--- config.mk ---
export PLATFORM = sky130hd
export DESIGN_NAME = jeo_decode
export DESIGN_NICKNAME = d
export VERILOG_FILES = /design/src/rtl/jeo_pkg.sv /design/src/rtl/jeo_decode.sv
export SDC_FILE = /design/constraint.sdc
export NUM_CORES = 1
export LEC_CHECK = 0
export BUFFER_PORTS_ARGS = -buffer_cell sky130_fd_sc_hd__buf_2
export CAP_MARGIN = 30
export CORE_UTILIZATION = 35
export DETAILED_ROUTE_END_ITERATION = 8
export PLACE_DENSITY_LB_ADDON = 0.08
export SKIP_LAST_GASP = 1
export SLEW_MARGIN = 20
export SYNTH_ARGS = -nofsm -noshare
export SYNTH_HDL_FRONTEND = slang
export SYNTH_SLANG_ARGS = --single-unit
--- constraint.sdc ---
create_clock -name vclk -period 2.1
set_input_delay 0.42 -clock vclk [all_inputs]
set_output_delay 0.42 -clock vclk [all_outputs]
set_load 0.01 [all_outputs]
--- src/rtl/jeo_pkg.sv ---
// jeo_pkg: shared types, opcodes and sizes for the JVM extended-op executor.
// No dependencies; imported by every module in rtl/.
package jeo_pkg;

    localparam int LOCAL_SLOTS = 256;
    localparam int STACK_DEPTH = 64;
    localparam int LAW = $clog2(LOCAL_SLOTS);
    localparam int SAW = $clog2(STACK_DEPTH);
    localparam int SPW = $clog2(STACK_DEPTH + 1);
    localparam int LIW = 9;
    localparam int IXW = 17;

    localparam logic [7:0] OP_WIDE      = 8'hc4;
    localparam logic [7:0] OP_MULTIANEW = 8'hc5;
    localparam logic [7:0] OP_IFNULL    = 8'hc6;
    localparam logic [7:0] OP_IFNONNULL = 8'hc7;
    localparam logic [7:0] OP_GOTO_W    = 8'hc8;
    localparam logic [7:0] OP_JSR_W     = 8'hc9;

    localparam logic [7:0] SUB_LOAD_LO  = 8'h15;
    localparam logic [7:0] SUB_LOAD_HI  = 8'h19;
    localparam logic [7:0] SUB_STORE_LO = 8'h36;
    localparam logic [7:0] SUB_STORE_HI = 8'h3a;
    localparam logic [7:0] SUB_RET      = 8'ha9;
    localparam logic [7:0] SUB_IINC     = 8'h84;

    typedef enum logic [2:0] {
        ST_OK        = 3'd0,
        ST_UNSUP     = 3'd1,
        ST_UNDERFLOW = 3'd2,
        ST_OVERFLOW  = 3'd3,
        ST_LOCAL_OOR = 3'd4
    } status_t;

    typedef enum logic [3:0] {
        K_LOAD, K_STORE, K_RET, K_IINC, K_IFNULL, K_IFNONNULL, K_GOTO, K_JSR, K_UNSUP
    } kind_t;

    typedef struct packed {
        logic [7:0] func;
        logic [7:0] byte1;
        logic [7:0] byte2;
        logic [7:0] byte3;
        logic [7:0] byte4;
        logic [7:0] byte5;
    } in_word_t;

    typedef struct packed {
        status_t     status;
        logic [31:0] next_pc;
        logic [6:0]  stack_count;
        logic [63:0] top_value;
    } out_word_t;

    typedef struct packed {
        kind_t       kind;
        logic        idx_err;
        logic [15:0] idx;
        logic [31:0] imm;
    } op_t;

endpackage

--- src/rtl/jeo_decode.sv ---
// jeo_decode: classifies an input word into an op record and checks the local index.
// Depends on jeo_pkg.
module jeo_decode (
    input  jeo_pkg::in_word_t  in_word,
    input  logic [8:0]         locals_in_use,
    output jeo_pkg::op_t       op
);
    import jeo_pkg::*;

    logic [15:0] idx;
    logic [31:0] off32;
    logic [31:0] br16;
    logic [31:0] cst16;
    logic        idx_ok;

    assign idx   = {in_word.byte2, in_word.byte3};
    assign off32 = {in_word.byte1, in_word.byte2, in_word.byte3, in_word.byte4};
    assign br16  = {{16{in_word.byte1[7]}}, in_word.byte1, in_word.byte2};
    assign cst16 = {{16{in_word.byte4[7]}}, in_word.byte4, in_word.byte5};
    assign idx_ok = (IXW'(idx) < IXW'(locals_in_use)) && (IXW'(idx) < IXW'(LOCAL_SLOTS));

    always_comb begin
        op.idx     = idx;
        op.idx_err = 1'b0;
        op.imm     = off32;
        op.kind    = K_UNSUP;
        unique case (in_word.func)
            OP_WIDE: begin
                op.idx_err = !idx_ok;
                op.imm     = cst16;
                unique case (in_word.byte1) inside
                    [SUB_LOAD_LO:SUB_LOAD_HI]:   op.kind = K_LOAD;
                    [SUB_STORE_LO:SUB_STORE_HI]: op.kind = K_STORE;
                    SUB_RET:                     op.kind = K_RET;
                    SUB_IINC:                    op.kind = K_IINC;
                    default: begin
                        op.kind    = K_UNSUP;
                        op.idx_err = 1'b0;
                    end
                endcase
            end
            OP_IFNULL: begin
                op.kind = K_IFNULL;
                op.imm  = br16;
            end
            OP_IFNONNULL: begin
                op.kind = K_IFNONNULL;
                op.imm  = br16;
            end
            OP_GOTO_W:    op.kind = K_GOTO;
            OP_JSR_W:     op.kind = K_JSR;
            OP_MULTIANEW: op.kind = K_UNSUP;
            default:      op.kind = K_UNSUP;
        endcase
    end

endmodule

==> results by group, run 1 <==
Timing
  – Setup ws final: 0.00567 ns
  – Fin crit period: 2.09 ns
  – Maximum clock frequency: 0.477 GHz
  – Slew headroom: 0.818
  – RSZ-0062 raised after global routing: yes
  – Final hold vios: 0
  – Final setup fails: 0
  – Tcrit/Tclk final: 0.997
  – Worst-Margin Slew: 0.272 ns
  – Final Max Tran Viols: 0

Final layout
  – Util after Layout: 0.658
  – Nets: 340
  – Layout cells sized above 1: 0.571
  – Storage element area: 0 um2
  – P&R area growth vs syn: 80.1%
  – Multi-input gate area: 887 um2
  – Fin area: 0.00180 mm2
  – CLK BUF: 0
  – # diodes: 0
  – Sequential cells: 0
  – Fill cells: 262

Setup path
  – Crit Path Max Fanout: 4
  – CP arrival: 1.67 ns
  – Crit path capture type: primary output
  – Startpoint types: primary input
  – WP data required: 1.68 ns
  – Critical path class: in -> out

Global route
  – Initial antenna violation count: 0
  – GRT Residual Overflow: 0
  – First-pass GRT wire length: 5750 um
  – Total GRT Usage: 0.220
  – Vias in the first global route: 1348
  – Largest net degree at the start of global routing: 21

Drt
  – Vias post-DR: 1513
  – Final WL: 3720 um
  – Drt pass-1 iters: 4
  – Detailed router's first-iteration violation count: 38
  – Post-route ant nets: 0
  – DR DRC count: 0
  – Post-detailed-route wirelength per cell: 12.2 um
  – DR vias/cell: 4.98

Power and ir drop
  – Maximum VDD drop: 0.000136 V
  – Power per cell area: 161 mW/mm2
  – Leak: 1.09 nW
  – Total Power: 289 uW

Yosys
  – Synthesized net count: 226
  – Register area share after synthesis: 0
  – Avg Inst Size Synth: 6.20 um2
  – Post-Syn Area: 998 um2
  – Ys Warns: 0
  – Largest area contributor in the synthesized netlist: a21o_1
  – Synth area leaders: a21o_1 14%, a22oi_1 12%, buf_4 12%, nand2_1 12%, ha_1 10%
  – Distinct cells, synth: 33
  – Cell count after synthesis: 161
  – Area fraction of the dominant cell type after synthesis: 0.135

Placement
  – DP HPWL: 2970 um
  – Final GP Congestion: 0.825
  – Area after DPL: 0.00161 mm2
  – DP Worst Slack: -0.131 ns
  – Port bufs: 110

Hold path
  – Hold Path Cell Cnt: 2
  – Worst hold-check path type: in -> out

Floorplan
  – Die Height: 55.4 um
  – Die W: 55.4 um
  – Initial Util: 0.365
  – Die ar.: 0.00307 mm2
  – Boundary pin count: 110
  – Row count: 19
  – Core Box Area: 0.00273 mm2

Status
  – Run status: finished, final reports clean

Run
  – Number of max-cap violations: 0
## cell usage after synthesis (all sizes together) (2+ instances only)
library cell and n:
ha 8, nor4b 2, nand2 32, a21o 18, nand3 3, clkbuf 5
nor2 9, o21ai 4, buf 22, inv 11, nor4 2, a22oi 16
nand2b 2, a21oi 7, nor3 5
## worst max-delay path, cell delays in order
cell and delay, ns:
buf_6 0.09, nand4bb_4 0.23, buf_6 0.15, buf_4 0.15, nor2_2 0.10, nand2_2 0.07, o22ai_2 0.16, o31a_1 0.16
buf_2 0.13
## cell usage in the layout, fill, tap and decap left out, types with 2 or more instances in the layout
cell     instances
nand3_1          2
a21oi_1          6
o21ai_0          2
a21o_1          18
nor4b_2          2
nor3_1           3
nand2_1         31
nor3_4           2
buf_6            4
o21ai_1          2
buf_12           3
a22oi_1         15
buf_4           22
buf_2          109
inv_1           11
ha_1             7
nor2_1           7
## layer usage
layer,vias up,part of all wire,global-route usage
li1,785,-,-
met1,665,0.43,0.286
met2,61,0.51,0.411
met3,2,0.060,0.0187
met4,0,0.0043,0.00714
met5,-,0,0
## report_power, final
part	total, mW	internal (mW)	switching (mW)
combinational	0.289	0.145	0.145
clock	0	0	0
sequential	0	0	0
## through the flow
stage          setup TNS (ns)  hold WS (ns)  std cells
4_1_cts                 -1.30          1.06        303
3_5_place_dp            -2.20          1.06        298
2_1_floorplan               0         0.894        161
6_report                    0          1.06        304
5_1_grt                -0.597          1.08        304
3_3_place_gp            -9.93          1.06        297
## repair_timing
| action | 4_1_cts | 5_1_grt |
|---|---|---|
| hold buffers | 0 | 0 |
| endpoints found under the setup margin | 27 | 37 |
| buffers inserted | 5 | 1 |
| gates resized for setup | 13 | 13 |
| pin swaps | 6 | 6 |
## kinds of logic after synthesis
group                      share of synthesized area
AOI/OAI and AO/OA                              0.380
adders and majority gates                      0.100
buffers and inverters                          0.211
and+or+nand+nor                                0.310
## cell type report
type                       count  share of cell area
inverter                      11              0.0230
tap                           31              0.0216
timing repair buffer         139               0.462
multi-input combinational    123               0.493
## path summary, 6_finish.rpt
kind                  endpoint        start  slack (ns)
worst min-delay path    op[34]  in_word[18]        1.06
worst max-delay path    op[48]  in_word[45]       0.006
No activity file was read; power rests on OpenSTA's default activity.
==> inputs of run 2 (changes only) <==
--- a/config.mk
+++ b/config.mk
@@ -7,11 +7,13 @@
 export LEC_CHECK = 0
 export BUFFER_PORTS_ARGS = -buffer_cell sky130_fd_sc_hd__buf_2
 export CAP_MARGIN = 30
-export CORE_UTILIZATION = 35
+export CELL_PAD_IN_SITES_DETAIL_PLACEMENT = 1
+export CELL_PAD_IN_SITES_GLOBAL_PLACEMENT = 1
+export CORE_UTILIZATION = 21
 export DETAILED_ROUTE_END_ITERATION = 8
 export PLACE_DENSITY_LB_ADDON = 0.08
 export SKIP_LAST_GASP = 1
-export SLEW_MARGIN = 20
+export SLEW_MARGIN = 15
 export SYNTH_ARGS = -nofsm -noshare
 export SYNTH_HDL_FRONTEND = slang
 export SYNTH_SLANG_ARGS = --single-unit
==> run 2 against run 1 <==
Effect of this change: the flow now finishes with violations (DRC, setup timing); non-clock buffer count is 13 higher; total power is 14% higher; worst setup slack worse by 0.0074 ns; hold slack better by 0.012 ns; maximum frequency is 0.35% lower; final cell count is 11% higher; first-iteration DRC count is 26% higher; global-route usage is 3.5 points lower; sequential cell count stayed put; critical path type unchanged; critical endpoint is now op[49].
==> results by group, run 2 (synthesis results as in run 1) <==
Status
  – Run status: finished with violations (was finished, final reports clean)
  – Failing checks: DRC, setup timing

Final layout
  – Nets: 353 (was 340)
  – Fill cells: 587 (was 262)
  – Layout cells sized above 1: 0.640 (was 0.571)
  – Non-Filler Instances: 338 (was 304)
  – Storage element area: 0 um2 (unchanged)
  – Most frequent cells in the layout: 104 x buf_2, 29 x buf_4, 18 x nand2_1, 18 x a21o_1, 15 x a22oi_1 (was 109 x buf_2, 31 x nand2_1, 22 x buf_4)
  – Fin area: 0.00208 mm2 (was 0.00180 mm2)
  – P&R area growth vs syn: 109% (was 80.1%)
  – Leading cell type in the layout, fill and taps excluded: buf_2 (unchanged)
  – CLK BUF: 0 (unchanged)
  – # diodes: 0 (unchanged)
  – Sequential cells: 0 (unchanged)
  – Multi-input gate area: 960 um2 (was 887 um2)

Power and ir drop
  – Maximum VDD drop: 0.0000538 V (was 0.000136 V)
  – Power per cell area: 158 mW/mm2 (was 161 mW/mm2)
  – Switching Fraction: 0.493 (was 0.499)
  – Total Power: 329 uW (was 289 uW)
  – NetSw: 162 uW (was 145 uW)
  – Comb power frac: 1.000 (about the same)
  – Int Power: 167 uW (was 145 uW)
  – Leak: 1.19 nW (was 1.09 nW)
  – Sequential Power Share: 0 (about the same)
  – Clock network power share: 0 (about the same)

Timing
  – Slew headroom: 0.745 (was 0.818)
  – Final hold vios: 0 (unchanged)
  – Fin crit period: 2.10 ns (was 2.09 ns)
  – Setup ws final: -0.00170 ns (was 0.00567 ns)
  – Final setup fails: 2 (was 0)
  – RSZ-0062 raised after global routing: yes (unchanged)
  – Final Max Tran Viols: 0 (unchanged)
  – Maximum clock frequency: 0.476 GHz (was 0.477 GHz)
  – Worst-Margin Slew: 0.382 ns (was 0.272 ns)
  – Tcrit/Tclk final: 1.00 (was 0.997)
  – Fin Hold WS: 1.07 ns (was 1.06 ns)

Global route
  – Largest net degree at the start of global routing: 16 (was 21)
  – Initial antenna violation count: 0 (unchanged)
  – Vias in the first global route: 1556 (was 1348)
  – GRT Residual Overflow: 0 (unchanged)
  – First-pass GRT wire length: 7620 um (was 5750 um)
  – Total GRT Usage: 0.185 (was 0.220)

Run
  – Number of max-cap violations: 0 (unchanged)

Drt
  – Drt pass-1 iters: 6 (was 4)
  – Final WL: 5150 um (was 3720 um)
  – Detailed router's first-iteration violation count: 48 (was 38)
  – DR vias/cell: 4.78 (was 4.98)
  – Post-route ant nets: 0 (unchanged)
  – DR DRC count: 3 (was 0)
  – Vias post-DR: 1617 (was 1513)
  – Post-detailed-route wirelength per cell: 15.2 um (was 12.2 um)

Floorplan
  – Core Box Area: 0.00447 mm2 (was 0.00273 mm2)
  – Die ar.: 0.00503 mm2 (was 0.00307 mm2)
  – Row count: 24 (was 19)
  – Boundary pin count: 110 (unchanged)
  – Die Height: 71.0 um (was 55.4 um)
  – Die W: 71.0 um (was 55.4 um)
  – Initial Util: 0.223 (was 0.365)

Setup path
  – Startpoint types: primary input (unchanged)
  – CP arrival: 1.68 ns (was 1.67 ns)
  – Crit path capture type: primary output (unchanged)
  – WP data required: 1.68 ns (about the same)
  – Critical path class: in -> out (unchanged)
  – Crit Path Max Fanout: 8 (was 4)

Hold path
  – Worst hold-check path type: in -> out (unchanged)

CTS
  – Hold-fix buffer count after cts: 0 (unchanged)

Placement
  – Inst Count DP: 325 (was 298)
  – Port bufs: 110 (unchanged)
  – DP HPWL: 3870 um (was 2970 um)
  – Area after DPL: 0.00167 mm2 (was 0.00161 mm2)
  – Final GP Congestion: 0.727 (was 0.825)
==> run 2: worst paths after layout <==
kind	from	to	slack, ns	cells past startpoint
max	in_word[44]	op[49]	-0.002	8
min	in_word[23]	op[39]	1.07	2
==> run 2: power by group through the flow <==
stage,Sequential [mW],Clock [mW],Combinational [mW]
after floorplan,0,0,0.135
after global placement,0,0,0.284
after detailed placement,0,0,0.286
after CTS,0,0,0.306
after global routing,0,0,0.359
final,0,0,0.329
==> run 2: area by class of cell <==
cell class,instances,area share
Multi-Input combinational cell,123,0.461
Timing Repair Buffer,152,0.488
Tap cell,52,0.0312
Inverter,11,0.0198
==> run 2: worst max-delay path, stage by stage <==
cell and delay [ns]:
buf_6 0.09, nand4bb_4 0.23, nor4_4 0.20, buf_4 0.19
buf_12 0.12, nand4_1 0.09, o21ai_1 0.17, buf_2 0.16
==> run 2: per-stage QoR <==
stage,TNS (ns),util,setup WS [ns]
after floorplan,0,-,0.0651
after global placement,-12.56,0.371,-0.410
after detailed placement,-4.83,0.374,-0.316
after CTS,-1.80,0.424,-0.109
after global routing,-1.15,0.466,-0.0969
final,-0.00185,0.466,-0.00170
==> run 2: repair_timing <==
action,CTS,global route
setup endpoints to repair,36,36
cloned,3,2
hold endpoints to repair,0,0
pin swaps,19,19
gates resized for setup,30,30
setup buffers,5,3
==> run 2: layer usage <==
metal,share of wire,GRT usage
met3,0.064,0.0114
met2,0.50,0.337
met1,0.43,0.255
met4,0,0
met5,0,0
