<file path="src/rtl/jeo_pkg.sv">
// jeo_pkg: shared types, opcodes and sizes for the JVM extended-op executor.
// No dependencies; imported by every module in rtl/.
package jeo_pkg;

    localparam int LOCAL_SLOTS = 256;
    localparam int STACK_DEPTH = 64;
    localparam int LAW = $clog2(LOCAL_SLOTS);
    localparam int SAW = $clog2(STACK_DEPTH);
    localparam int SPW = $clog2(STACK_DEPTH + 1);
    localparam int LIW = 9;
    localparam int IXW = 17;

    localparam logic [7:0] OP_WIDE      = 8'hc4;
    localparam logic [7:0] OP_MULTIANEW = 8'hc5;
    localparam logic [7:0] OP_IFNULL    = 8'hc6;
    localparam logic [7:0] OP_IFNONNULL = 8'hc7;
    localparam logic [7:0] OP_GOTO_W    = 8'hc8;
    localparam logic [7:0] OP_JSR_W     = 8'hc9;

    localparam logic [7:0] SUB_LOAD_LO  = 8'h15;
    localparam logic [7:0] SUB_LOAD_HI  = 8'h19;
    localparam logic [7:0] SUB_STORE_LO = 8'h36;
    localparam logic [7:0] SUB_STORE_HI = 8'h3a;
    localparam logic [7:0] SUB_RET      = 8'ha9;
    localparam logic [7:0] SUB_IINC     = 8'h84;

    typedef enum logic [2:0] {
        ST_OK        = 3'd0,
        ST_UNSUP     = 3'd1,
        ST_UNDERFLOW = 3'd2,
        ST_OVERFLOW  = 3'd3,
        ST_LOCAL_OOR = 3'd4
    } status_t;

    typedef enum logic [3:0] {
        K_LOAD, K_STORE, K_RET, K_IINC, K_IFNULL, K_IFNONNULL, K_GOTO, K_JSR, K_UNSUP
    } kind_t;

    typedef struct packed {
        logic [7:0] func;
        logic [7:0] byte1;
        logic [7:0] byte2;
        logic [7:0] byte3;
        logic [7:0] byte4;
        logic [7:0] byte5;
    } in_word_t;

    typedef struct packed {
        status_t     status;
        logic [31:0] next_pc;
        logic [6:0]  stack_count;
        logic [63:0] top_value;
    } out_word_t;

    typedef struct packed {
        kind_t       kind;
        logic        idx_err;
        logic [15:0] idx;
        logic [31:0] imm;
    } op_t;

endpackage

</file>
<file path="src/rtl/jeo_queue.sv">
// jeo_queue: two-entry queue of decoded ops between front and back.
// Depends on jeo_pkg.
module jeo_queue (
    input  logic          aclk,
    input  logic          aresetn,
    input  logic          push,
    input  jeo_pkg::op_t  push_op,
    output logic          full,
    input  logic          pop,
    output logic          head_valid,
    output jeo_pkg::op_t  head_op
);
    import jeo_pkg::*;

    op_t        slot_reg [2];
    logic       wr_ptr_reg, rd_ptr_reg;
    logic [1:0] cnt_reg;

    assign full       = (cnt_reg == 2'd2);
    assign head_valid = (cnt_reg != 2'd0);
    assign head_op    = slot_reg[rd_ptr_reg];

    always_ff @(posedge aclk) begin
        if (push) begin
            slot_reg[wr_ptr_reg] <= push_op;
        end
    end

    always_ff @(posedge aclk) begin
        if (!aresetn) begin
            wr_ptr_reg <= 1'b0;
            rd_ptr_reg <= 1'b0;
            cnt_reg    <= 2'd0;
        end else begin
            if (push) wr_ptr_reg <= !wr_ptr_reg;
            if (pop) rd_ptr_reg <= !rd_ptr_reg;
            cnt_reg <= cnt_reg + 2'(push) - 2'(pop);
        end
    end

endmodule

</file>
<file path="config.mk">
export PLATFORM = sky130hd
export DESIGN_NAME = jeo_queue
export DESIGN_NICKNAME = d
export VERILOG_FILES = /design/src/rtl/jeo_pkg.sv /design/src/rtl/jeo_queue.sv
export SDC_FILE = /design/constraint.sdc
export NUM_CORES = 1
export LEC_CHECK = 0
export ABC_CLOCK_PERIOD_IN_PS = 12020
export BUFFER_PORTS_ARGS = -buffer_cell sky130_fd_sc_hd__buf_2
export CAP_MARGIN = 40
export CORE_ASPECT_RATIO = 1.5
export CORE_UTILIZATION = 56
export CTS_CLUSTER_DIAMETER = 40
export DETAILED_ROUTE_END_ITERATION = 10
export GPL_TIMING_DRIVEN = 0
export PLACE_DENSITY = 0.87
export SLEW_MARGIN = 30
export SYNTH_ARGS = -nofsm -noshare
export SYNTH_HDL_FRONTEND = slang
export SYNTH_SLANG_ARGS = --single-unit
</file>
<file path="constraint.sdc">
create_clock -name aclk -period 12.02 [get_ports aclk]
set_input_delay 3.606 -clock aclk [delete_from_list [all_inputs] [get_ports aclk]]
set_output_delay 3.606 -clock aclk [all_outputs]
set_load 0.05 [all_outputs]
</file>
==> summary.md, run 1 <==
* Final Max Slew Viols: 0
* number of buffers inserted by post-CTS setup repair: 0
* Max Clock Skew: 0.00503 ns
* kind of start point of the critical path: flip-flop
* cts-stage hold buffer count: 0
* area leader, netlist: sky130_fd_sc_hd__edfxtp_1
* number of placed cells counting well taps: 400
* clock insertion delay at the later pin of the skew report: 0.36 ns
* number of library cell types mapped by synthesis: 14
* final layout net count: 370
* met3 wire length: 345 microns
* top-area cell type share of the netlist area: 73.9%
* flip-flop count of the largest register after layout: 106
* clock net sink count: 111
* number of global-route vias before repair: 2,028
* run status: complete, no violations
* number of flip-flops and latches in the synthesized netlist: 111
* Clock Path Buffers: 2
* clock-pin slew reported for the worst setup and hold paths after clock tree synthesis: 0.09 ns
* fin crit share: 42.9%
* maximum number of pins on one net before global-route repair: 32
* total number of vias: 2,024
* met2 WL post-DR: 3.77 mm
* starting utilization of the core area: 58.8%
* largest cells by area after synthesis: sky130_fd_sc_hd__edfxtp_1 74%, sky130_fd_sc_hd__mux2_4 17%, sky130_fd_sc_hd__buf_12 2.3%
* unrepaired setup endpoints after global routing: no
* class of the worst hold path: flip-flop to flip-flop
* critical path's slowest cell: sky130_fd_sc_hd__dfxtp_1
* Max IR drop VDD: 0.135 mV
* die footprint: 0.00805 sq mm
* sequential element share of the synthesized area: 76.2%
* highest cell delay on the worst timing path: 0.33 ns
* setup slack, reg-to-reg: 10.56 ns
* total negative slack for setup checks: 0 ns
* top-level port count: 112
* Post-Syn Instances: 186
* arrival time of the worst setup path: 1.56 ns
* post_cts resized: 0
* maximum fanout along the worst path: 10
* Fmax achieved: 0.194 GHz
* number of maximum-capacitance constraint violations: 0
* number of search-and-repair iterations in the first detailed-routing pass: 4
* number of I/O port buffers: 111
* core area: 0.00732 sq mm
* antenna violations before repair: 0
* Worst Reg-to-Reg Cells: 2
* R2R Path Start: wr_ptr_reg$_SDFFE_PN0P_
* global-route wire length before repair: 9.48 mm
* count of placed standard cells in the final layout, fillers left out: 416
* end of the worst register-to-register path: slot_reg[0][11]$_DFFE_PP_
* routability congestion estimate: 0.637
* Synth Cell Area: 0.00431 sq mm
* residual antenna-violating net count after detailed routing: 0
* YS warnings: 0
* root buffer cell: sky130_fd_sc_hd__clkbuf_8
* transition at the pin with the smallest max-transition slack: 0.664 ns
* standby leakage power: 2.12 nW
* Overflow after GRT: 0
* antenna diode instance count: 0
* CTS tree: done
* Die Height: 109 microns
* share of post-route cells with drive strength above 1: 59.5%
* net count after synthesis: 245
* number of standard-cell rows in the floorplan: 38
* drt via density: 4.87
* CTS H-tree depth: 3
* worst hold path cell count: 2
* required time worst endpoint: 8.41 ns
* cts bufs inserted: 9
* DRC violation count after routing: 0
* synthesized area per cell: 23.2 sq um
* all-layer global routing usage: 17.1%
* Power per Cell Area: 162 mW/mm^2
* Routed WL per cell: 15.7 microns
* relative slew slack: 55.6%
* final wirelength: 6.52 mm
* category of the critical setup timing path: flip-flop to primary output
* Die X-Extent: 73.6 microns
* fill count: 479
* minimum period implied by the final worst setup slack: 5.16 ns
* CP endpoint kind: primary output
* crit path cell chain: buf_6, buf_12, mux2_4, buf_2
* detailed placer's ending HPWL: 4.64 mm
* final hold violation count: 0
* layout overhead on the synthesized area: 22.2%
* Hold Crit Start: rd_ptr_reg$_SDFFE_PN0P_
* number of DRC markers in iteration 0: 86
* top routing layer used: met4
* routed length on met1: 2.32 mm
* Final setup viols: 0
## per-layer routing
metal	track usage, %	up-vias
met1	16.8	974
met3	4.67	7
met4	9.48	0
met5	0	-
met2	31.6	66
li1	-	977
## worst max-delay path, delay by kind of cell, from the launching register on
| family | cells | cell delay [ns] |
|---|---|---|
| buf+inv | 3 | 0.55 |
| mux | 1 | 0.31 |
| flops | 1 | 0.33 |
## cells in the mapped netlist, drive strengths merged
master	number
nor2b	4
and2	4
or2	1
buf	6
mux2	53
inv	2
dfxtp	5
ha	2
xor2	1
xnor3	1
o21a	1
edfxtp	106
## cell type report
type / instances / area [sq um] / area share [%]
flip-flops and latches: 111 / 3280 / 62.4
inverters: 2 / 7.51 / 0.143
plain buffers: 6 / 111 / 2.12
clock inverters: 5 / 72.6 / 1.38
well taps: 100 / 125 / 2.38
clock buffers: 11 / 131 / 2.50
multi-input cells: 67 / 915 / 17.4
repair buffers: 114 / 618 / 11.7
## cells by family (layout without fill, tap and decap cells)
group                      count (synthesis)  in the layout  share of synthesized area, %
muxes                                     53             53                          18.2
buffers and inverters                      8            138                          2.76
adders and majority gates                  2              2                         0.581
xor gates and xnor gates                   2              2                         0.726
AOI/OAI and AO/OA                          1              1                         0.174
DFF                                      111            111                          76.2
and+or+nand+nor                            9              9                          1.31
## power breakdown
group | switching (mW) | internal, mW
Combinational | 0.111 | 0.0644
Sequential | 0.00623 | 0.446
Clock | 0.109 | 0.116
Total | 0.226 | 0.626
## cells in the final DEF (no fill, tap or decap), drive strengths merged
cell / netlist / final
nor2b: 4 / 4
or2: 1 / 1
and2: 4 / 4
ha: 2 / 2
dfxtp: 5 / 5
clkbuf: 0 / 11
xnor3: 1 / 1
inv: 2 / 2
buf: 6 / 120
edfxtp: 106 / 106
xor2: 1 / 1
bufinv: 0 / 2
mux2: 53 / 53
clkinv: 0 / 3
o21a: 1 / 1
## stage by stage
step	hold WS, ns	instance area (sq um)	utilization (%)	setup slack (ns)	power, mW
after global placement	0.566	4990	68.1	4.29	0.632
after CTS	0.597	5260	71.9	6.83	0.859
final	0.609	5260	71.9	6.86	0.853
after global routing	0.641	5260	71.9	6.79	0.881
after floorplan	0.555	4310	-	5.57	0.599
after detailed placement	0.581	5060	69.1	7.12	0.639
## worst max-delay path by stage
stage,startpoint,to
after global placement,push,slot_reg[0][5]$_DFFE_PP_
after detailed placement,push,slot_reg[0][5]$_DFFE_PP_
final,flip-flop,head_op[10]
after CTS,flip-flop,head_op[10]
after floorplan,push,slot_reg[0][0]$_DFFE_PP_
after global routing,flip-flop,head_op[13]
Power figures use the tool's default switching activity.
==> inputs of run 2 (changes only) <==
Settings changed: ABC_AREA set to 1, ABC_CLOCK_PERIOD_IN_PS 12020 to 4400, CORE_UTILIZATION 56 to 47, PLACE_DENSITY 0.87 to 0.78.
Clock period 12.02 ns to 4.4 ns, I/O delays scaled along.
==> summary.md, run 2 <==
* antenna violations before repair: 1, +1
* class of the worst hold path: flip-flop to flip-flop
* Routed WL per cell: 15.9 microns, +1.7%
* global-route wire length before repair: 10.7 mm, +13%
* fin crit share: 64.6%
* number of buffers inserted by post-CTS setup repair: 0, unchanged
* cell-internal power: 1.80 mW, +190%
* minimum period implied by the final worst setup slack: 2.84 ns
* number of library cell types mapped by synthesis: 12, -2
* starting utilization of the core area: 48.5%, -10 points
* kind of start point of the critical path: flip-flop
* CTS H-tree depth: 3, unchanged
* Worst Reg-to-Reg Cells: 3, +1
* CP endpoint kind: primary output
* flip-flop count of the largest register after layout: 106, unchanged
* root buffer cell: sky130_fd_sc_hd__clkbuf_16
* maximum fanout along the worst path: 10, unchanged
* Clock Path Buffers: 2, unchanged
* async set or reset register ratio after synthesis: 0%, unchanged
* top-area cell type share of the netlist area: 74.0%, about the same
* required time worst endpoint: 3.08 ns, -5.33 ns
* sequential group share of total power: 51.2%, -1.9 points
* net switching power: 613 uW, +170%
* most numerous cell types in the synthesized netlist: 106 x sky130_fd_sc_hd__edfxtp_1, 50 x sky130_fd_sc_hd__mux2_4, 9 x sky130_fd_sc_hd__nand2_1, 8 x sky130_fd_sc_hd__nor2_1, 7 x sky130_fd_sc_hd__inv_1
* drt via density: 4.80, -1.3%
* Power per Cell Area: 450 mW/mm^2, +180%
* Fmax achieved: 0.352 GHz
* antenna diode instance count: 0, unchanged
* synthesized area per cell: 21.7 sq um, -6.1%
* final hold violation count: 0, unchanged
* residual antenna-violating net count after detailed routing: 0, unchanged
* standby leakage power: 2.18 nW, +3.2%
* crit path cell chain: buf_6, buf_12, mux2_4, buf_2
* transition at the pin with the smallest max-transition slack: 0.490 ns, -0.175 ns
* Switching Fraction: 25.4%, -1.1 points
* R2R Path Start: wr_ptr_reg$_SDFFE_PN0P_
* Max IR drop VDD: 0.395 mV, +190%
* most common cell after layout, fill and taps aside: sky130_fd_sc_hd__buf_2
* number of standard-cell rows in the floorplan: 42, +11%
* Hold Crit Start: rd_ptr_reg$_SDFFE_PN0P_
* area leader, netlist: sky130_fd_sc_hd__edfxtp_1
* post-route worst hold slack: 0.524 ns, -0.0852 ns
* overall power of the completed layout: 2.41 mW, +180%
* number of flip-flops and latches in the synthesized netlist: 111, unchanged
* CTS tree: done
* arrival time of the worst setup path: 1.52 ns, -0.04 ns
* number of maximum-capacitance constraint violations: 0, unchanged
* detailed placer's ending HPWL: 5.05 mm, +8.9%
* Overflow after GRT: 0, unchanged
* number of DRC markers in iteration 0: 106, +23%
* number of search-and-repair iterations in the first detailed-routing pass: 4, unchanged
* Die Height: 119 microns, +9.0%
* most used cells in the layout excluding fill and tap cells: 111 x sky130_fd_sc_hd__buf_2, 106 x sky130_fd_sc_hd__edfxtp_1, 50 x sky130_fd_sc_hd__mux2_4
* die footprint: 0.00955 sq mm, +19%
* setup slack, reg-to-reg: 2.95 ns, -7.61 ns
* share of power burned in the clock network: 31.4%, +5.0 points
* clock insertion delay at the later pin of the skew report: 0.33 ns, -0.03 ns
* critical path's slowest cell: sky130_fd_sc_hd__dfxtp_1
* Die X-Extent: 80.1 microns, +8.9%
* Final Max Slew Viols: 0, unchanged
* top-level port count: 112, unchanged
* final wirelength: 7.00 mm, +7.3%
* clock-pin slew reported for the worst setup and hold paths after clock tree synthesis: 0.06 ns, -0.03 ns
* YS warnings: 0, unchanged
* Synth Cell Area: 0.00430 sq mm, about the same
* dominant cell by count in the synthesized netlist: sky130_fd_sc_hd__edfxtp_1
* relative slew slack: 67.3%, +12 points
* clock net sink count: 111, unchanged
* worst hold path cell count: 2, unchanged
* total number of vias: 2,109, +4.2%
* final layout net count: 383, +3.5%
* routability congestion estimate: 0.697, +9.4%
* most instantiated flip-flop cell in the synthesis netlist: sky130_fd_sc_hd__edfxtp_1
* core area: 0.00888 sq mm, +21%
* number of enable flip-flop cells after synthesis: 106, unchanged
* number of global-route vias before repair: 2,210, +9.0%
* largest cells by area after synthesis: sky130_fd_sc_hd__edfxtp_1 74%, sky130_fd_sc_hd__mux2_4 17%, sky130_fd_sc_hd__buf_12 2.3%
* category of the critical setup timing path: flip-flop to primary output
* highest cell delay on the worst timing path: 0.32 ns, about the same
* DRC violation count after routing: 0, unchanged
* share of post-route cells with drive strength above 1: 57.1%, -2.4 points
* layout overhead on the synthesized area: 24.7%
* unrepaired setup endpoints after global routing: no
* all-layer global routing usage: 15.7%, -1.4 points
* cts-stage hold buffer count: 0, unchanged
* Final setup viols: 0, unchanged
* post_cts resized: 0, unchanged
* net count after synthesis: 257, +4.9%
* number of I/O port buffers: 111, unchanged
* Max Clock Skew: 0.00432 ns, -0.000714 ns
* end of the worst register-to-register path: slot_reg[0][11]$_DFFE_PP_
* power share of the combinational group: 17.4%, -3.2 points
* cts bufs inserted: 9, unchanged
* maximum number of pins on one net before global-route repair: 29, -9.4%
* Post-Syn Instances: 198, +6.5%
* run status: complete, no violations
* sequential element share of the synthesized area: 76.3%, about the same
## run 2: cell types whose count changed after synthesis, sizes merged
| cell | change |
|---|---|
| and2 | -4 |
| xnor3 | -1 |
| nand3 | +1 |
| nand2 | +9 |
| inv | +5 |
| or2 | -1 |
| xor2 | -1 |
| nor2 | +8 |
| nor2b | -4 |
| a21oi | +1 |
| o21a | -1 |
## run 2: final cells by class
cell class | instances | area (sq um)
timing repair buffer | 115 | 633
multi-input combinational | 74 | 891
fill | 667 | 3520
tap | 110 | 138
buffer | 6 | 111
inverter | 7 | 28.8
sequential | 111 | 3280
clock inverter | 6 | 51.3
clock buffer | 10 | 229
## run 2: power groups by stage
stage,Sequential [mW],Combinational [mW],Clock [mW]
finish,1.24,0.420,0.759
global placement,1.26,0.402,0
global route,1.24,0.439,0.815
detailed placement,1.26,0.424,0
CTS,1.24,0.425,0.780
floorplan,1.26,0.319,0
## run 2: layer usage
layer  vias to the layer above  share of wire (%)  GRT usage [%]
met5                         -               0.14              0
met4                         2                1.4           6.70
met3                         7                3.8           4.67
met2                        54                 57           29.1
met1                      1035                 37           15.8
li1                       1011                  -              -
## run 2: logic make-up (layout without fill, tap and decap cells)
| group | Yosys count | count (layout) | synth area share [%] |
|---|---|---|---|
| flip-flops | 111 | 111 | 76.3 |
| multiplexers | 53 | 53 | 18.2 |
| AND/OR/NAND/NOR | 18 | 18 | 1.60 |
| buffers and inverters | 13 | 144 | 3.20 |
| adder cells (fa/ha/maj) | 2 | 2 | 0.581 |
| AO/OA/AOI/OAI | 1 | 1 | 0.116 |
## run 2: how the worst max path moves through the flow
stage | startpoint | to | slack (ns)
6_report | flip-flop | head_op[44] | 1.56
3_3_place_gp | push | slot_reg[0][11]$_DFFE_PP_ | -0.95
4_1_cts | flip-flop | head_op[28] | 1.53
5_1_grt | flip-flop | head_op[46] | 1.49
2_1_floorplan | push | slot_reg[0][0]$_DFFE_PP_ | 0.35
3_5_place_dp | push | slot_reg[0][11]$_DFFE_PP_ | 1.77
## run 2: worst max-delay path: cells and delay by family, from the launching register on
family | cells | cell delay [ns]
mux | 1 | 0.30
buf+inv | 3 | 0.56
flops | 1 | 0.32
## run 2: per-stage QoR
stage,TNS [ns],worst slack [ns],utilization [%],instances,instance area [sq um]
global route,0,1.49,60.4,439,5370
detailed placement,0,1.77,57.3,423,5080
CTS,0,1.53,60.4,439,5370
finish,0,1.56,60.4,439,5370
floorplan,0,0.350,-,198,4300
global placement,-50.48,-0.955,56.3,419,5000
==> inputs of run 3 (changes only) <==
Settings changed: ABC_CLOCK_PERIOD_IN_PS 4400 to 2400.
Clock period 4.4 ns to 2.4 ns, I/O delays scaled along.
==> summary.md, run 3 (same netlist as run 2, synthesis figures left out) <==
* run status: complete, no violations
* number of maximum-capacitance constraint violations: 0, unchanged
* most common cell after layout, fill and taps aside: sky130_fd_sc_hd__buf_2
* Final Max Slew Viols: 0, unchanged
* die footprint: 0.00955 sq mm, unchanged
* most used cells in the layout excluding fill and tap cells: 111 x sky130_fd_sc_hd__buf_2, 106 x sky130_fd_sc_hd__edfxtp_1, 50 x sky130_fd_sc_hd__mux2_4
* relative slew slack: 56.7%, -11 points
* root buffer cell: sky130_fd_sc_hd__clkbuf_16
* Clock Path Buffers: 2, unchanged
* DRC violation count after routing: 0, unchanged
* total cell area at the placement stage: 0.00508 sq mm, about the same
* Overflow after GRT: 0, unchanged
* critical path's slowest cell: sky130_fd_sc_hd__dfxtp_1
* number of DRC markers in iteration 0: 86, -19%
* maximum number of pins on one net before global-route repair: 35, +21%
* kind of start point of the critical path: flip-flop
* class of the worst hold path: flip-flop to flip-flop
* detailed placer's ending HPWL: 4.74 mm, -6.1%
* Die X-Extent: 80.1 microns, unchanged
* standby leakage power: 2.18 nW, -0.40%
* cts-stage hold buffer count: 0, unchanged
* Max Clock Skew: 0.00327 ns, -0.00104 ns
* clock net sink count: 111, unchanged
* clock-pin slew reported for the worst setup and hold paths after clock tree synthesis: 0.07 ns, about the same
* flip-flop count of the largest register after layout: 106, unchanged
* Max IR drop VDD: 0.535 mV, +36%
* number of global-route vias before repair: 2,182, -1.3%
* post-route worst hold slack: 0.512 ns, -0.0126 ns
* final standard cell area without fillers: 0.00535 sq mm, -0.33%
* fin crit share: 93.4%
* fill count: 661, -0.90%
* top-level port count: 112, unchanged
* highest cell delay on the worst timing path: 0.32 ns, about the same
* worst path setup slack after routing: 0.159 ns, -1.40 ns
* routability congestion estimate: 0.684, -1.9%
* unrepaired setup endpoints after global routing: no
* Power per Cell Area: 810 mW/mm^2, +80%
* maximum fanout along the worst path: 10, unchanged
* antenna violations before repair: 0, -1
* global-route wire length before repair: 10.6 mm, -0.96%
* transition at the pin with the smallest max-transition slack: 0.648 ns, +0.158 ns
* clock insertion delay at the later pin of the skew report: 0.33 ns, about the same
* Fmax achieved: 0.446 GHz
* share of post-route cells with drive strength above 1: 57.9%, +0.78 points
* Routed WL per cell: 15.2 microns, -4.4%
* drt via density: 4.75, -1.2%
* post_cts resized: 0, unchanged
* number of standard-cell rows in the floorplan: 42, unchanged
* category of the critical setup timing path: flip-flop to primary output
* final layout net count: 382, -0.26%
* total number of vias: 2,079, -1.4%
* antenna diode instance count: 0, unchanged
* CP endpoint kind: primary output
* Final setup viols: 0, unchanged
* all-layer global routing usage: 15.5%, -0.18 points
* required time worst endpoint: 1.68 ns, -1.40 ns
* final wirelength: 6.67 mm, -4.7%
* residual antenna-violating net count after detailed routing: 0, unchanged
* number of search-and-repair iterations in the first detailed-routing pass: 4, unchanged
* cts bufs inserted: 9, unchanged
* core area: 0.00888 sq mm, unchanged
* Die Height: 119 microns, unchanged
* end-of-flow core utilization: 60.2%, -0.20 points
* arrival time of the worst setup path: 1.52 ns, about the same
* number of I/O port buffers: 111, unchanged
* final hold violation count: 0, unchanged
* CTS tree: done
* layout overhead on the synthesized area: 24.2%
* starting utilization of the core area: 48.5%, unchanged
* crit path cell chain: buf_6, buf_12, mux2_4, buf_2
* number of buffers inserted by post-CTS setup repair: 0, unchanged
* overall power of the completed layout: 4.33 mW, +79%
* CTS H-tree depth: 3, unchanged
* Post-Place Setup Slack: 0.240 ns, -1.53 ns
* minimum period implied by the final worst setup slack: 2.24 ns
==> run 3: changes by cell type in the layout (fill, tap and decap cells not counted), sizes merged <==
| cell | previous run | this run |
|---|---|---|
| buf | 121 | 120 |
| clkbuf | 10 | 9 |
| clkinvlp | 0 | 1 |
| clkinv | 5 | 6 |
| bufinv | 1 | 0 |
==> run 3: area by class of cell <==
cell class	count	area, sq um	share of cell area [%]
Sequential cell	111	3280	61.4
Multi-Input combinational cell	74	891	16.7
Clock buffer	9	225	4.21
Timing Repair Buffer	114	631	11.8
Inverter	7	28.8	0.538
Buffer	6	111	2.08
Tap cell	110	138	2.57
Clock inverter	7	40.0	0.749
==> run 3: routing by layer <==
metal	vias up	share of wire, %	global-route usage, %
met5	-	0	0
met1	1000	36	16.3
met3	11	4.6	4.06
li1	1010	-	-
met2	58	57	27.6
met4	0	2.4	8.15
==> run 3: power breakdown <==
group	switching (mW)	internal, mW
registers	0.0274	2.24
logic	0.494	0.268
clock network	0.611	0.694
total	1.13	3.20
==> run 3: metrics by stage <==
step	setup TNS [ns]	instances
floorplan	0	198
global placement	-31.46	419
detailed placement	0	422
CTS	0	438
global route	0	438
finish	0	438
==> run 3: worst max-delay path, delay by kind of cell (launching register included) <==
family	cells	cell delay, ns
flip-flops	1	0.32
multiplexers	1	0.31
buffers and inverters	3	0.55
==> run 3: worst paths after layout <==
| kind | to | from | depth (start not counted) | slack [ns] |
|---|---|---|---|---|
| max | head_op[17] | flip-flop | 4 | 0.16 |
| min reg2reg | rd_ptr_reg$_SDFFE_PN0P_ | rd_ptr_reg$_SDFFE_PN0P_ | 2 | 0.51 |
| min | rd_ptr_reg$_SDFFE_PN0P_ | rd_ptr_reg$_SDFFE_PN0P_ | 2 | 0.51 |
| max reg2reg | slot_reg[0][48]$_DFFE_PP_ | wr_ptr_reg$_SDFFE_PN0P_ | 3 | 0.81 |
